--- config.mk ---
export PLATFORM = sky130hd
export DESIGN_NAME = pss_ctrl
export DESIGN_NICKNAME = d
export VERILOG_FILES = /design/src/design/pss_pkg.sv /design/src/design/pss_ctrl.sv
export VERILOG_INCLUDE_DIRS = /design/src /design/src/design
export SDC_FILE = /design/constraint.sdc
export NUM_CORES = 1
export LEC_CHECK = 0
export ABC_AREA = 0
export BUFFER_PORTS_ARGS = -buffer_cell sky130_fd_sc_hd__buf_2
export CAP_MARGIN = 10
export CELL_PAD_IN_SITES_DETAIL_PLACEMENT = 0
export CELL_PAD_IN_SITES_GLOBAL_PLACEMENT = 2
export CORE_UTILIZATION = 25
export DETAILED_ROUTE_END_ITERATION = 6
export PLACE_DENSITY_LB_ADDON = 0.12
export RECOVER_POWER = 25
export REMOVE_ABC_BUFFERS = 1
export SLEW_MARGIN = 20
export SYNTH_ARGS = -nofsm -noshare
export SYNTH_HDL_FRONTEND = slang
export SYNTH_SLANG_ARGS = --single-unit
export TNS_END_PERCENT = 5
--- constraint.sdc ---
create_clock -name clk_i -period 2.27 [get_ports clk_i]
set_input_delay 0.227 -clock clk_i [delete_from_list [all_inputs] [get_ports clk_i]]
set_output_delay 0.227 -clock clk_i [all_outputs]
set_load 0.05 [all_outputs]
--- src/design/point_and_shoot_steering_unit_assert.svh ---
// ----------------------------------------------------------------------------
// point_and_shoot_steering_unit_assert.svh
// assertion macros used by the steering unit controller
// ----------------------------------------------------------------------------
`ifndef POINT_AND_SHOOT_STEERING_UNIT_ASSERT_SVH
`define POINT_AND_SHOOT_STEERING_UNIT_ASSERT_SVH

// same-cycle implication
`define PSS_ASSERT_SAME(label, clk, rst_n, ante, cons) \
  label: assert property (@(posedge clk) disable iff (!rst_n) (ante) |-> (cons)) \
    else $error("steering unit check failed");

// next-cycle implication
`define PSS_ASSERT_NEXT(label, clk, rst_n, ante, cons) \
  label: assert property (@(posedge clk) disable iff (!rst_n) (ante) |=> (cons)) \
    else $error("steering unit check failed");

`endif

--- src/design/pss_pkg.sv ---
// ----------------------------------------------------------------------------
// pss_pkg
// shared types, constants and tables of the point-and-shoot steering unit
// ----------------------------------------------------------------------------
package pss_pkg;

  localparam int POS_WIDTH_DEF    = 32;
  localparam int ANGLE_WIDTH_DEF  = 16;
  localparam int CORDIC_STEPS_DEF = 16;

  localparam int HEAD_DEG_W = 11;
  localparam int CFG_IDX_W  = 2;
  localparam int CFG_DATA_W = 31;
  localparam int TOL_W      = 12;
  localparam int SPEED_W    = 31;

  localparam logic [CFG_IDX_W-1:0] REG_ALIGN_TOL = 2'd0;
  localparam logic [CFG_IDX_W-1:0] REG_FINAL_TOL = 2'd1;
  localparam logic [CFG_IDX_W-1:0] REG_CRUISE    = 2'd2;
  localparam logic [CFG_IDX_W-1:0] REG_MARGIN    = 2'd3;

  localparam logic [TOL_W-1:0]   ALIGN_TOL_RST = 12'd20;
  localparam logic [TOL_W-1:0]   FINAL_TOL_RST = 12'd41;
  localparam logic [SPEED_W-1:0] CRUISE_RST    = 31'd655360;
  localparam logic [SPEED_W-1:0] MARGIN_RST    = 31'd65536;

  localparam int ATAN_FRAC   = 20;
  localparam int PI_Q20      = 3294199;
  localparam int HALF_PI_Q20 = 1647099;
  localparam int DEG_RAD_Q28 = 4685083;
  localparam int DEG_FRAC    = 28;
  localparam int ATAN_W      = 21;
  localparam int ATAN_IDX_W  = 5;
  localparam int NORM_BITS   = 31;
  localparam int SQ_W        = 62;
  localparam int RAD_W       = 64;

  typedef enum logic [2:0] {
    RES_TURN,
    RES_CRUISE,
    RES_DIST,
    RES_STOP,
    RES_HEAD,
    RES_DONE
  } res_sel_e;

  typedef struct packed {
    logic     in_capture;
    logic     goal_load;
    logic     cordic_init;
    logic     cordic_step;
    logic     target_latch;
    logic     dist_load;
    logic     dist_norm;
    logic     dist_sq_a;
    logic     dist_sq_b;
    logic     sqrt_step;
    logic     dist_final;
    logic     emit;
    res_sel_e res_sel;
    logic     res_last;
    logic     prev_update;
    logic     cmp_margin;
  } cmd_t;

  typedef struct packed {
    logic turn_ok;
    logic final_ok;
    logic grew;
    logic cordic_last;
    logic norm_done;
    logic sqrt_done;
  } status_t;

  // arctangent of 2^-i, 20 fraction bits
  function automatic logic [ATAN_W-1:0] atan_step(input logic [ATAN_IDX_W-1:0] i);
    logic [ATAN_W-1:0] v;
    case (i)
      5'd0: v = 21'd823550;
      5'd1: v = 21'd486170;
      5'd2: v = 21'd256879;
      5'd3: v = 21'd130396;
      5'd4: v = 21'd65451;
      5'd5: v = 21'd32757;
      5'd6: v = 21'd16383;
      default: begin
        if (i <= 5'(ATAN_FRAC)) v = ATAN_W'(1) << (5'(ATAN_FRAC) - i);
        else v = '0;
      end
    endcase
    return v;
  endfunction

endpackage

--- src/design/pss_ctrl.sv ---
// ----------------------------------------------------------------------------
// pss_ctrl
// controller: phase tracking, computation sequencing and command issue
// ----------------------------------------------------------------------------
`include "point_and_shoot_steering_unit_assert.svh"

module pss_ctrl (
  input  logic             clk_i,
  input  logic             rst_ni,
  input  logic             in_valid_i,
  input  logic             in_kind_i,
  output logic             in_ready_o,
  input  logic             out_ready_i,
  output logic             out_valid_o,
  input  pss_pkg::status_t sts_i,
  output pss_pkg::cmd_t    cmd_o
);
  import pss_pkg::*;

  localparam logic [1:0] PH_IDLE  = 2'd0;
  localparam logic [1:0] PH_TURN  = 2'd1;
  localparam logic [1:0] PH_DRIVE = 2'd2;
  localparam logic [1:0] PH_FINAL = 2'd3;

  localparam logic [3:0] S_IDLE    = 4'd0;
  localparam logic [3:0] S_CPRE    = 4'd1;
  localparam logic [3:0] S_CITER   = 4'd2;
  localparam logic [3:0] S_CEND    = 4'd3;
  localparam logic [3:0] S_ETURN   = 4'd4;
  localparam logic [3:0] S_ECRUISE = 4'd5;
  localparam logic [3:0] S_DLOAD   = 4'd6;
  localparam logic [3:0] S_DNORM   = 4'd7;
  localparam logic [3:0] S_DSQA    = 4'd8;
  localparam logic [3:0] S_DSQB    = 4'd9;
  localparam logic [3:0] S_DSQRT   = 4'd10;
  localparam logic [3:0] S_DFIN    = 4'd11;
  localparam logic [3:0] S_EDIST   = 4'd12;
  localparam logic [3:0] S_ESTOP   = 4'd13;
  localparam logic [3:0] S_EHEAD   = 4'd14;
  localparam logic [3:0] S_EDONE   = 4'd15;

  logic [3:0] state_q, state_d;
  logic [1:0] phase_q, phase_d;
  logic       ft_q, ft_d;
  logic       out_valid_q, out_valid_d;
  logic       out_free, accept;

  assign out_free   = !out_valid_q || out_ready_i;
  assign in_ready_o = state_q == S_IDLE;
  assign accept     = in_valid_i && in_ready_o;

  always_comb begin
    cmd_o   = '0;
    state_d = state_q;
    phase_d = phase_q;
    ft_d    = ft_q;
    case (state_q)
      S_IDLE: begin
        if (accept) begin
          if (in_kind_i) begin
            if (phase_q == PH_IDLE) begin
              cmd_o.goal_load = 1'b1;
              state_d = S_CPRE;
            end
          end else begin
            cmd_o.in_capture = 1'b1;
            case (phase_q)
              PH_TURN:  state_d = S_ETURN;
              PH_DRIVE: state_d = S_DLOAD;
              PH_FINAL: state_d = S_EHEAD;
              default:  state_d = S_IDLE;
            endcase
          end
        end
      end
      S_CPRE: begin
        cmd_o.cordic_init = 1'b1;
        state_d = S_CITER;
      end
      S_CITER: begin
        cmd_o.cordic_step = 1'b1;
        if (sts_i.cordic_last) state_d = S_CEND;
      end
      S_CEND: begin
        cmd_o.target_latch = 1'b1;
        phase_d = PH_TURN;
        state_d = S_IDLE;
      end
      S_ETURN: begin
        cmd_o.res_sel  = RES_TURN;
        cmd_o.res_last = !sts_i.turn_ok;
        if (out_free) begin
          cmd_o.emit = 1'b1;
          state_d = sts_i.turn_ok ? S_ECRUISE : S_IDLE;
        end
      end
      S_ECRUISE: begin
        cmd_o.res_sel = RES_CRUISE;
        if (out_free) begin
          cmd_o.emit = 1'b1;
          phase_d = PH_DRIVE;
          ft_d    = 1'b1;
          state_d = S_DLOAD;
        end
      end
      S_DLOAD: begin
        cmd_o.dist_load = 1'b1;
        state_d = S_DNORM;
      end
      S_DNORM: begin
        if (sts_i.norm_done) state_d = S_DSQA;
        else cmd_o.dist_norm = 1'b1;
      end
      S_DSQA: begin
        cmd_o.dist_sq_a = 1'b1;
        state_d = S_DSQB;
      end
      S_DSQB: begin
        cmd_o.dist_sq_b = 1'b1;
        state_d = S_DSQRT;
      end
      S_DSQRT: begin
        if (sts_i.sqrt_done) state_d = S_DFIN;
        else cmd_o.sqrt_step = 1'b1;
      end
      S_DFIN: begin
        cmd_o.dist_final = 1'b1;
        state_d = S_EDIST;
      end
      S_EDIST: begin
        cmd_o.cmp_margin = ft_q;
        cmd_o.res_sel    = RES_DIST;
        cmd_o.res_last   = !sts_i.grew;
        if (out_free) begin
          cmd_o.emit        = 1'b1;
          cmd_o.prev_update = 1'b1;
          ft_d    = 1'b0;
          state_d = sts_i.grew ? S_ESTOP : S_IDLE;
        end
      end
      S_ESTOP: begin
        cmd_o.res_sel = RES_STOP;
        if (out_free) begin
          cmd_o.emit = 1'b1;
          phase_d = PH_FINAL;
          state_d = S_EHEAD;
        end
      end
      S_EHEAD: begin
        cmd_o.res_sel  = RES_HEAD;
        cmd_o.res_last = !sts_i.final_ok;
        if (out_free) begin
          cmd_o.emit = 1'b1;
          state_d = sts_i.final_ok ? S_EDONE : S_IDLE;
        end
      end
      S_EDONE: begin
        cmd_o.res_sel  = RES_DONE;
        cmd_o.res_last = 1'b1;
        if (out_free) begin
          cmd_o.emit = 1'b1;
          phase_d = PH_IDLE;
          state_d = S_IDLE;
        end
      end
      default: state_d = S_IDLE;
    endcase
  end

  assign out_valid_d = cmd_o.emit ? 1'b1 : (out_ready_i ? 1'b0 : out_valid_q);
  assign out_valid_o = out_valid_q;

  always_ff @(posedge clk_i or negedge rst_ni) begin
    if (!rst_ni) begin
      state_q     <= S_IDLE;
      phase_q     <= PH_IDLE;
      ft_q        <= 1'b0;
      out_valid_q <= 1'b0;
    end else begin
      state_q     <= state_d;
      phase_q     <= phase_d;
      ft_q        <= ft_d;
      out_valid_q <= out_valid_d;
    end
  end

  `PSS_ASSERT_SAME(a_emit_free, clk_i, rst_ni, cmd_o.emit, !out_valid_q || out_ready_i)
  `PSS_ASSERT_SAME(a_done_last, clk_i, rst_ni, cmd_o.emit && cmd_o.res_sel == RES_DONE, cmd_o.res_last)
  `PSS_ASSERT_NEXT(a_done_idle, clk_i, rst_ni, cmd_o.emit && cmd_o.res_sel == RES_DONE, phase_q == PH_IDLE && state_q == S_IDLE)
  `PSS_ASSERT_NEXT(a_target_turn, clk_i, rst_ni, state_q == S_CEND, phase_q == PH_TURN)

endmodule

==> impl_metrics.csv, run 1 <==
group,metric,value,unit
run_status,outcome,"complete, but fails checks",
run_status,violations,"design-rule violations",
sta,max_freq,460.5,MHz
sta,fin_worst_skew,0.0009425,ns
routing,drt_iter0_drc,21,
synth,synth_mux_area_share,7.372,%
synth,yosys.area_share.adder,0,%
global_route,gr-usage-met2,23.97,%
power_and_ir_drop,p_seq_share,20.2,%
final_layout,nFillCells,332,
setup_path,crit_start,"state_q[1]$_DFFE_PN0P_",
synth,synth_top_area_share,25.64,%
synth,yosys_warnings,0,
setup_path,reg2reg_from,"state_q[1]$_DFFE_PN0P_",
final_layout,nNetsFinal,145,
routing,drc_errors,3,
cts,cts_max_path_buffers,2,
place,place.gp.congestion,0.6998,
routing,via_count,880,
cts,cts_tree,"yes",
synth,yosys.area_share.xor_xnor,0,%
global_route,grt.total_usage,14.86,%
synth,synthTopCellsByArea,"dfrtp_1, nor2_1, nor4_1",
routing,totalWireLength,2336,µm
routing,ant_nets,0,
routing,dr.pass1.iters,6,
floorplan,die_w,57.89,µm
power_and_ir_drop,power.leakage,0.4695,nW
synth,synth_ff_type,"dfrtp_1",
setup_path,cp-start-kind,"flip-flop",
floorplan,dieArea,3351,µm²
floorplan,die_h,57.89,µm
final_layout,layout.cells.most_common,"buf_2",
sta,rsz0062_at_grt,"false",
power_and_ir_drop,clkPwrFrac,6.8,%
synth,synth-compound-area-share,23.72,%
synth,synth_top_family_by_area,"simple AND/OR/NAND/NOR gates",
final_layout,regArea,200.2,µm²
global_route,grt_overflow,0,
synth,synth_area_leader_cell,"dfrtp_1",
power_and_ir_drop,switchingPower,0.9364,mW
final_layout,multi_input_area,518.0,µm²
sta,final_max_slew_viol_count,0,
synth,ys_ff_latch,8,
power_and_ir_drop,comb_power_share,72.9,%
setup_path,cp.arrival,1.94,ns
synth,postSynthCellCount,101,
global_route,antenna_found_initial,0,
floorplan,rows,19,
setup_path,crit_required,2.04,ns
floorplan,start_util,27.37,%
synth,seq_area_frac_synth,25.64,%
global_route,grt_busiest_layer,"met2",
synth,syn_area,780.7,µm²
floorplan,core-area,2853,µm²
hold_path,hold_path_class,"in -> reg",
synth,syn-mean-instance-area,7.730,µm²
final_layout,final_layout_size_suffix_gt1_share,34.85,%
routing,avgRoutedWirePerCell,14.33,µm
cts,clock-root-buffer,"clkbuf_4",
floorplan,pin_count,31,
sta,post-route-period-util,95.66,%
flow_run,max-cap-violations,0,
synth,ys_types,44,
final_layout,n_antenna_cell,0,
global_route,grtUsageMet3,3.571,%
global_route,globalRouteMet1Util,20.25,%
setup_path,critPathKind,"reg -> out",
sta,finalCriticalPeriod,2.171,ns
setup_path,path_max_fanout,12,
global_route,grt_max_degree,13,
sta,finalHoldViolations,0,
sta,slew-limit-headroom,68.93,%
final_layout,mostFrequentLayoutCells,"buf_2, nor2_1, dfrtp_1, nand2_1, buf_4",
synth,synth-edff-count,0,
routing,viasPerCell,5.399,
sta,setup-violations-final,0,
sta,fin_setup_tns,0,ns
final_layout,area_growth,28.85,%
power_and_ir_drop,intPower,0.6811,mW
setup_path,critPathCaptureType,"output pin",
cts,cts_setup_buffers,0,
power_and_ir_drop,fin_total_pwr,1.617,mW
place,port-buffer-count,30,
global_route,grt_pass1_vias,856,
hold_path,min-delay-start,"out_ready_i",
global_route,grt_pass1_wl,3850,µm
cts,cts_buffers,3,
power_and_ir_drop,switching_share,57.89,%
cts,clkSinkCount,8,
cts,clk_pin_slew,0.06,ns
power_and_ir_drop,power_density,1608,nW/µm²
power_and_ir_drop,vdd_drop_max,0.4337,mV
sta,worst_pin_slew,0.4651,ns
place,hpwl,1794,µm
cts,clock_latency,0.25,ns
synth,synth-simple-area-share,34.46,%
cts,cts_htree_levels,1,
synth,synthArstFlopShare,100.0,%
==> cell type report <==
class / instances / share of cell area (%)
timing repair buffer: 38 / 21.02
clock buffer: 3 / 2.239
inverter: 4 / 1.493
multi-input combinational: 79 / 51.49
tap: 31 / 3.856
sequential: 8 / 19.90
==> registers in the layout (all words and copies together), names as in the netlist <==
register	flops
phase_q	2
out_valid_o	1
ft_q	1
state_q	4
==> Yosys cell counts (all sizes together) (3+ instances only) <==
library cell   n
dfrtp          8
a21oi          5
nand2          7
nor4           5
o21ai          6
inv            4
nand2b         3
nor3           7
buf            6
clkbuf         4
nor2          12
==> stage by stage <==
stage | cell area, µm² | instances | hold slack, ns | utilization [%] | worst slack, ns
4_1_cts | 1007 | 163 | 0.3413 | 35.31 | 0.06551
2_1_floorplan | 726.9 | 91 | -0.06859 | - | -2.165
5_1_grt | 1006 | 163 | 0.3585 | 35.26 | 0.008898
3_3_place_gp | 968.4 | 159 | 0.08369 | 33.95 | 0.2587
6_report | 1006 | 163 | 0.3440 | 35.26 | 0.09857
3_5_place_dp | 968.4 | 159 | 0.08078 | 33.95 | 0.2301
==> critical path, cell delays in order (launching register included) <==
cell	delay, ns
dfrtp_1	0.52
buf_4	0.24
or4_1	0.51
a21oi_1	0.15
buf_2	0.27
==> path summary, 6_finish.rpt <==
path                       cells after the start  slack, ns                       to
max                                            4        0.1                 cmd_o[2]
min reg2reg                                    3       0.58         ft_q$_DFFE_PN0P_
max reg2reg                                    4       0.24   state_q[0]$_DFFE_PN0P_
max in group asynchronous                      2       1.55   state_q[0]$_DFFE_PN0P_
min                                            3       0.34  out_valid_o$_DFFE_PN0P_
min in group asynchronous                      2       0.42   state_q[3]$_DFFE_PN0P_
==> power groups by stage <==
| stage | sequential (mW) | combinational (mW) | clock [mW] |
|---|---|---|---|
| 2_1_floorplan | 0.400 | 0.752 | 0 |
| 3_3_place_gp | 0.323 | 1.19 | 0 |
| 3_5_place_dp | 0.327 | 1.18 | 0 |
| 4_1_cts | 0.330 | 1.19 | 0.115 |
| 5_1_grt | 0.344 | 1.27 | 0.127 |
| 6_report | 0.328 | 1.18 | 0.110 |
==> timing repair <==
item                                    in CTS  in global routing
endpoints found under the hold margin        8                  0
resized for setup                            1                  0
hold buffers                                 1                  0
endpoints found under the setup margin       1                  0
==> routing by layer <==
layer	wire [µm]	part of all wire, %
met1	1163	50
met3	97	4.2
met4	14	0.60
met5	0	0
met2	1061	45
==> kinds of logic (layout without fill, tap and decap cells) <==
logic type,Yosys count,count (layout)
simple gates,49,49
compound gates,26,26
mux,4,4
flops,8,8
buf+inv,14,45
(Power assumes the default switching activity.)
==> inputs of run 2 (changes only) <==
--- a/config.mk
+++ b/config.mk
@@ -11,11 +11,12 @@
 export CAP_MARGIN = 10
 export CELL_PAD_IN_SITES_DETAIL_PLACEMENT = 0
 export CELL_PAD_IN_SITES_GLOBAL_PLACEMENT = 2
-export CORE_UTILIZATION = 25
+export CORE_UTILIZATION = 27
 export DETAILED_ROUTE_END_ITERATION = 6
 export PLACE_DENSITY_LB_ADDON = 0.12
 export RECOVER_POWER = 25
 export REMOVE_ABC_BUFFERS = 1
+export SETUP_SLACK_MARGIN = 0.5
 export SLEW_MARGIN = 20
 export SYNTH_ARGS = -nofsm -noshare
 export SYNTH_HDL_FRONTEND = slang
==> constraint.sdc (replaced) <==
create_clock -name clk_i -period 2.55 [get_ports clk_i]
set_input_delay 0.255 -clock clk_i [delete_from_list [all_inputs] [get_ports clk_i]]
set_output_delay 0.255 -clock clk_i [all_outputs]
set_load 0.05 [all_outputs]
==> run 2 against run 1 <==
Via count down 1.4%; the flow now finishes without violations; largest cell class unchanged; global-route usage up 0.60 points; first-iteration DRC count up 48%; critical path type unchanged; die area down 7.2%; largest power group unchanged.
==> impl_metrics.csv, run 2 (synthesis results as in run 1) <==
group,metric,value,unit
run_status,outcome,"finished clean",
final_layout,fin_util,37.43,%
power_and_ir_drop,vdd_drop_max,0.4899,mV
cts,cts_buffers,3,
routing,avgRoutedWirePerCell,13.94,µm
final_layout,n_antenna_cell,0,
sta,fin_hold_ws,0.3818,ns
routing,drc_errors,0,
floorplan,start_util,28.31,%
final_layout,nNetsFinal,145,
final_layout,largest_registers,"state_q x4, phase_q x2",
final_layout,largest_register,"state_q",
flow_run,max-cap-violations,0,
sta,rsz0062_at_grt,"true",
final_layout,fin_area,1032,µm²
sta,worst_pin_slew,0.4886,ns
place,place.gp.congestion,0.7537,
setup_path,cp.arrival,1.77,ns
routing,totalWireLength,2272,µm
place,dpl_cell_area,945.9,µm²
global_route,antenna_found_initial,0,
cts,clkSinkCount,8,
power_and_ir_drop,fin_total_pwr,1.467,mW
cts,clock_latency,0.25,ns
sta,slew-limit-headroom,67.36,%
floorplan,dieArea,3111,µm²
routing,drt_iter0_drc,31,
place,hpwl,1722,µm
power_and_ir_drop,power_density,1422,nW/µm²
final_layout,instances_no_fill,163,
sta,post-route-period-util,79.35,%
sta,setup-violations-final,0,
final_layout,area_growth,32.21,%
global_route,grt_pass1_wl,3836,µm
floorplan,rows,19,
setup_path,path_max_fanout,15,
power_and_ir_drop,power.leakage,0.4677,nW
cts,cts_tree,"yes",
setup_path,critPathCaptureType,"output pin",
setup_path,crit_required,2.30,ns
cts,clk_pin_slew,0.06,ns
sta,finalCriticalPeriod,2.023,ns
global_route,grt.total_usage,15.46,%
cts,cts_htree_levels,1,
setup_path,critPathKind,"reg -> out",
global_route,grt_overflow,0,
sta,fin_worst_skew,0.007499,ns
routing,ant_nets,0,
routing,dr.pass1.iters,4,
cts,cts_max_path_buffers,2,
sta,finalHoldViolations,0,
cts,clock-root-buffer,"clkbuf_4",
sta,fin_setup_tns,0,ns
final_layout,layout.cells.most_common,"buf_2",
final_layout,final_layout_size_suffix_gt1_share,37.88,%
routing,viasPerCell,5.325,
final_layout,largest_reg_flops,4,
floorplan,pin_count,31,
hold_path,hold_path_class,"in -> reg",
final_layout,mostFrequentLayoutCells,"buf_2, nor2_1, buf_4, nand2_1, nor3_1",
floorplan,die_w,55.78,µm
global_route,grt_pass1_vias,806,
sta,fin_ws,0.5265,ns
routing,via_count,868,
floorplan,core-area,2758,µm²
global_route,grt_max_degree,16,
setup_path,cp-start-kind,"flip-flop",
place,port-buffer-count,30,
floorplan,die_h,55.78,µm
sta,max_freq,494.2,MHz
place,place_ws,0.5115,ns
sta,final_max_slew_viol_count,0,
place,place_inst,156,
-- run 2: changes by cell type in the layout (fill, tap and decap cells not counted) --
cell	delta
dfrtp_1	-3
clkbuf_4	+1
dfrtp_2	+3
nor4b_1	-1
nor4b_2	+1
nor4_4	+1
nor4_2	-1
buf_4	+2
buf_2	-3
-- run 2: final timing paths --
kind	from	to	slack [ns]	depth (start not counted)
max in group asynchronous	rst_ni	state_q[0]$_DFFE_PN0P_	1.77	2
max reg2reg	state_q[1]$_DFFE_PN0P_	state_q[0]$_DFFE_PN0P_	0.57	5
max	state_q[3]$_DFFE_PN0P_	cmd_o[2]	0.53	4
min reg2reg	ft_q$_DFFE_PN0P_	ft_q$_DFFE_PN0P_	0.57	3
min in group asynchronous	rst_ni	ft_q$_DFFE_PN0P_	0.44	2
min	out_ready_i	out_valid_o$_DFFE_PN0P_	0.38	3
-- run 2: routing by layer --
layer | track usage (%) | routed length (µm)
met3 | 2.791 | 94
met1 | 21.27 | 1124
met2 | 25.30 | 1040
met4 | 3.214 | 13
met5 | 0 | 0
-- run 2: final cells by class --
type,instances,area [µm²]
sequential,8,203.9
fill,306,1725
timing repair buffer,38,219.0
clock buffer,3,22.52
tap,31,38.79
inverter,4,15.01
multi-input combinational,79,533.0
-- run 2: worst max-delay path, stage by stage (launching register included) --
cell	delay (ns)
dfrtp_2	0.47
buf_4	0.22
or4_1	0.47
a21oi_1	0.16
buf_4	0.21
-- run 2: where the power goes --
group / switching [mW] / leakage (nW) / internal (mW) / total, mW
sequential: 0.0969 / 0.0886 / 0.191 / 0.288
combinational: 0.706 / 0.365 / 0.378 / 1.08
clock: 0.0414 / 0.0138 / 0.0538 / 0.0952
total: 0.845 / 0.468 / 0.623 / 1.47
-- run 2: repair_timing --
| item | in CTS | in global routing |
|---|---|---|
| endpoints found under the hold margin | 8 | 0 |
| hold buffers | 1 | 0 |
| resized for setup | 6 | 3 |
| setup buffers | 3 | 0 |
| setup endpoints to repair | 3 | 4 |
==> inputs of run 3 (changes only) <==
--- a/config.mk
+++ b/config.mk
@@ -11,7 +11,7 @@
 export CAP_MARGIN = 10
 export CELL_PAD_IN_SITES_DETAIL_PLACEMENT = 0
 export CELL_PAD_IN_SITES_GLOBAL_PLACEMENT = 2
-export CORE_UTILIZATION = 27
+export CORE_UTILIZATION = 25
 export DETAILED_ROUTE_END_ITERATION = 6
 export PLACE_DENSITY_LB_ADDON = 0.12
 export RECOVER_POWER = 25
==> constraint.sdc (replaced) <==
create_clock -name clk_i -period 2 [get_ports clk_i]
set_input_delay 0.2 -clock clk_i [delete_from_list [all_inputs] [get_ports clk_i]]
set_output_delay 0.2 -clock clk_i [all_outputs]
set_load 0.05 [all_outputs]
==> run 3 against run 2 <==
The flow now finishes with violations (design-rule violations); die area increased by 7.7%; critical path type unchanged; clock skew shrank 0.0036 ns; final cell count rose by 6.1%; global-route usage rose by 0.18 points; critical endpoint unchanged; worst setup slack lost 0.41 ns.
==> impl_metrics.csv, run 3 (synthesis results as in run 1) <==
group,metric,value,unit
run_status,outcome,"complete, but fails checks",
run_status,violations,"design-rule violations",
cts,cts_tree,"yes",
routing,drt_iter0_drc,31,
setup_path,critPathCaptureType,"output pin",
power_and_ir_drop,clkPwrFrac,5.8,%
place,place.gp.congestion,0.7791,
cts,cts_buffers,3,
power_and_ir_drop,power.leakage,0.5214,nW
setup_path,path_max_fanout,5,
floorplan,pin_count,31,
place,dpl_cell_area,975.9,µm²
final_layout,fin_area,1190,µm²
cts,clock_latency,0.25,ns
power_and_ir_drop,p_seq_share,15.6,%
final_layout,nNetsFinal,155,
sta,max_freq,529.9,MHz
final_layout,largest_register,"state_q",
setup_path,critical_path.cell_chain,"buf_6, or4_4, a21oi_2, buf_6",
sta,fin_setup_tns,0,ns
flow_run,max-cap-violations,0,
place,port-buffer-count,30,
routing,viasPerCell,5.329,
routing,via_count,922,
setup_path,cp.arrival,1.69,ns
setup_path,critPathKind,"reg -> out",
final_layout,final_layout_size_suffix_gt1_share,47.89,%
sta,rsz0062_at_grt,"true",
cts,cts_max_path_buffers,2,
floorplan,rows,19,
sta,setup-violations-final,0,
sta,final_max_slew_viol_count,0,
global_route,grt.total_usage,15.64,%
setup_path,critPathBufInv,2,
hold_path,hold_path_class,"in -> reg",
place,place_ws,0.1355,ns
setup_path,reg2reg_from,"state_q[1]$_DFFE_PN0P_",
hold_path,min-delay-start,"out_ready_i",
final_layout,n_antenna_cell,0,
setup_path,worstSetupEndpoint,"cmd_o[2]",
power_and_ir_drop,comb_power_share,78.6,%
routing,drc_errors,3,
sta,finalHoldViolations,0,
final_layout,nFillCells,301,
global_route,grt_overflow,0,
final_layout,layout.cells.most_common,"buf_2",
sta,fin_worst_skew,0.003927,ns
power_and_ir_drop,switchingPower,1.169,mW
sta,finalCriticalPeriod,1.887,ns
setup_path,cp-start-kind,"flip-flop",
place,hpwl,1777,µm
floorplan,dieArea,3351,µm²
global_route,grt_pass1_vias,888,
power_and_ir_drop,power_density,1816,nW/µm²
sta,fin_ws,0.1127,ns
floorplan,core-area,2853,µm²
setup_path,r2r_end,"state_q[0]$_DFFE_PN0P_",
routing,ant_nets,0,
sta,post-route-period-util,94.36,%
final_layout,fin_util,41.71,%
cts,cts_htree_levels,1,
final_layout,mostFrequentLayoutCells,"buf_2, buf_4, nor2_1, nand2_1, clkbuf_4",
setup_path,cp.depth,4,
cts,clkSinkCount,8,
setup_path,r2r_cells,4,
setup_path,slowest_delay,0.51,ns
setup_path,crit_required,1.80,ns
floorplan,die_h,57.89,µm
power_and_ir_drop,fin_total_pwr,2.161,mW
final_layout,area_growth,52.40,%
final_layout,largest_registers,"state_q x4, phase_q x2",
setup_path,crit_slowest_cell,"or4_4",
cts,clock-root-buffer,"clkbuf_4",
power_and_ir_drop,switching_share,54.09,%
power_and_ir_drop,vdd_drop_max,0.6002,mV
routing,avgRoutedWirePerCell,14.42,µm
global_route,antenna_found_initial,0,
routing,dr.pass1.iters,6,
setup_path,r2r_slack,0.17,ns
floorplan,start_util,27.37,%
routing,totalWireLength,2494,µm
power_and_ir_drop,intPower,0.9920,mW
setup_path,crit_family,"simple AND/OR/NAND/NOR gates",
setup_path,worst_path_most_repeated_cell,"buf_6",
setup_path,crit_start,"state_q[0]$_DFFE_PN0P_",
global_route,grt_pass1_wl,4084,µm
cts,clk_pin_slew,0.06,ns
sta,slew-limit-headroom,69.75,%
floorplan,die_w,57.89,µm
sta,worst_pin_slew,0.4529,ns
global_route,grt_max_degree,18,
final_layout,largest_reg_flops,4,
## run 3: metal layers
metal  track usage, %  vias up  share of wire (%)
met3            1.786        6                4.1
li1                 -      464                  -
met4            5.102        0                1.8
met5                0        -                  0
met1            23.21      425                 49
met2            23.48       27                 45
## run 3: layout make-up
class | count | area (µm²) | share of cell area (%)
multi-input cells | 79 | 571.8 | 48.05
repair buffers | 48 | 332.8 | 27.97
flip-flops and latches | 8 | 205.2 | 17.25
well taps | 31 | 38.79 | 3.260
clock buffers | 3 | 22.52 | 1.893
inverters | 4 | 18.77 | 1.577
## run 3: through the flow
stage | cells | hold WS, ns
global placement | 160 | 0.06251
finish | 173 | 0.3129
CTS | 169 | 0.3233
floorplan | 91 | -0.09559
global route | 173 | 0.3475
detailed placement | 160 | 0.05735
## run 3: worst register-to-register path: stages (launching register included)
cell and delay, ns:
dfrtp_2 0.47, or4_1 0.56, a21oi_2 0.22, or3_4 0.18
mux2_4 0.29
## run 3: power by group through the flow
stage | combinational (mW) | clock (mW) | sequential (mW)
after floorplan | 0.853 | 0 | 0.454
after global placement | 1.41 | 0 | 0.316
after detailed placement | 1.39 | 0 | 0.322
after CTS | 1.55 | 0.125 | 0.334
after global routing | 1.83 | 0.136 | 0.351
final | 1.70 | 0.125 | 0.338
## run 3: what timing repair did
action | in CTS | in global routing
gates resized for setup | 13 | 20
hold endpoints to repair | 8 | 0
buffers inserted | 5 | 4
hold buffers | 1 | 0
endpoints found under the setup margin | 24 | 26
pin swaps | 3 | 5
## run 3: worst min path at each step
stage	endpoint	slack (ns)	cells after the start
6_report	out_valid_o$_DFFE_PN0P_	0.31	3
5_1_grt	out_valid_o$_DFFE_PN0P_	0.35	3
4_1_cts	out_valid_o$_DFFE_PN0P_	0.32	3
3_5_place_dp	ft_q$_DFFE_PN0P_	0.06	1
3_3_place_gp	ft_q$_DFFE_PN0P_	0.06	1
2_1_floorplan	ft_q$_DFFE_PN0P_	-0.1	0
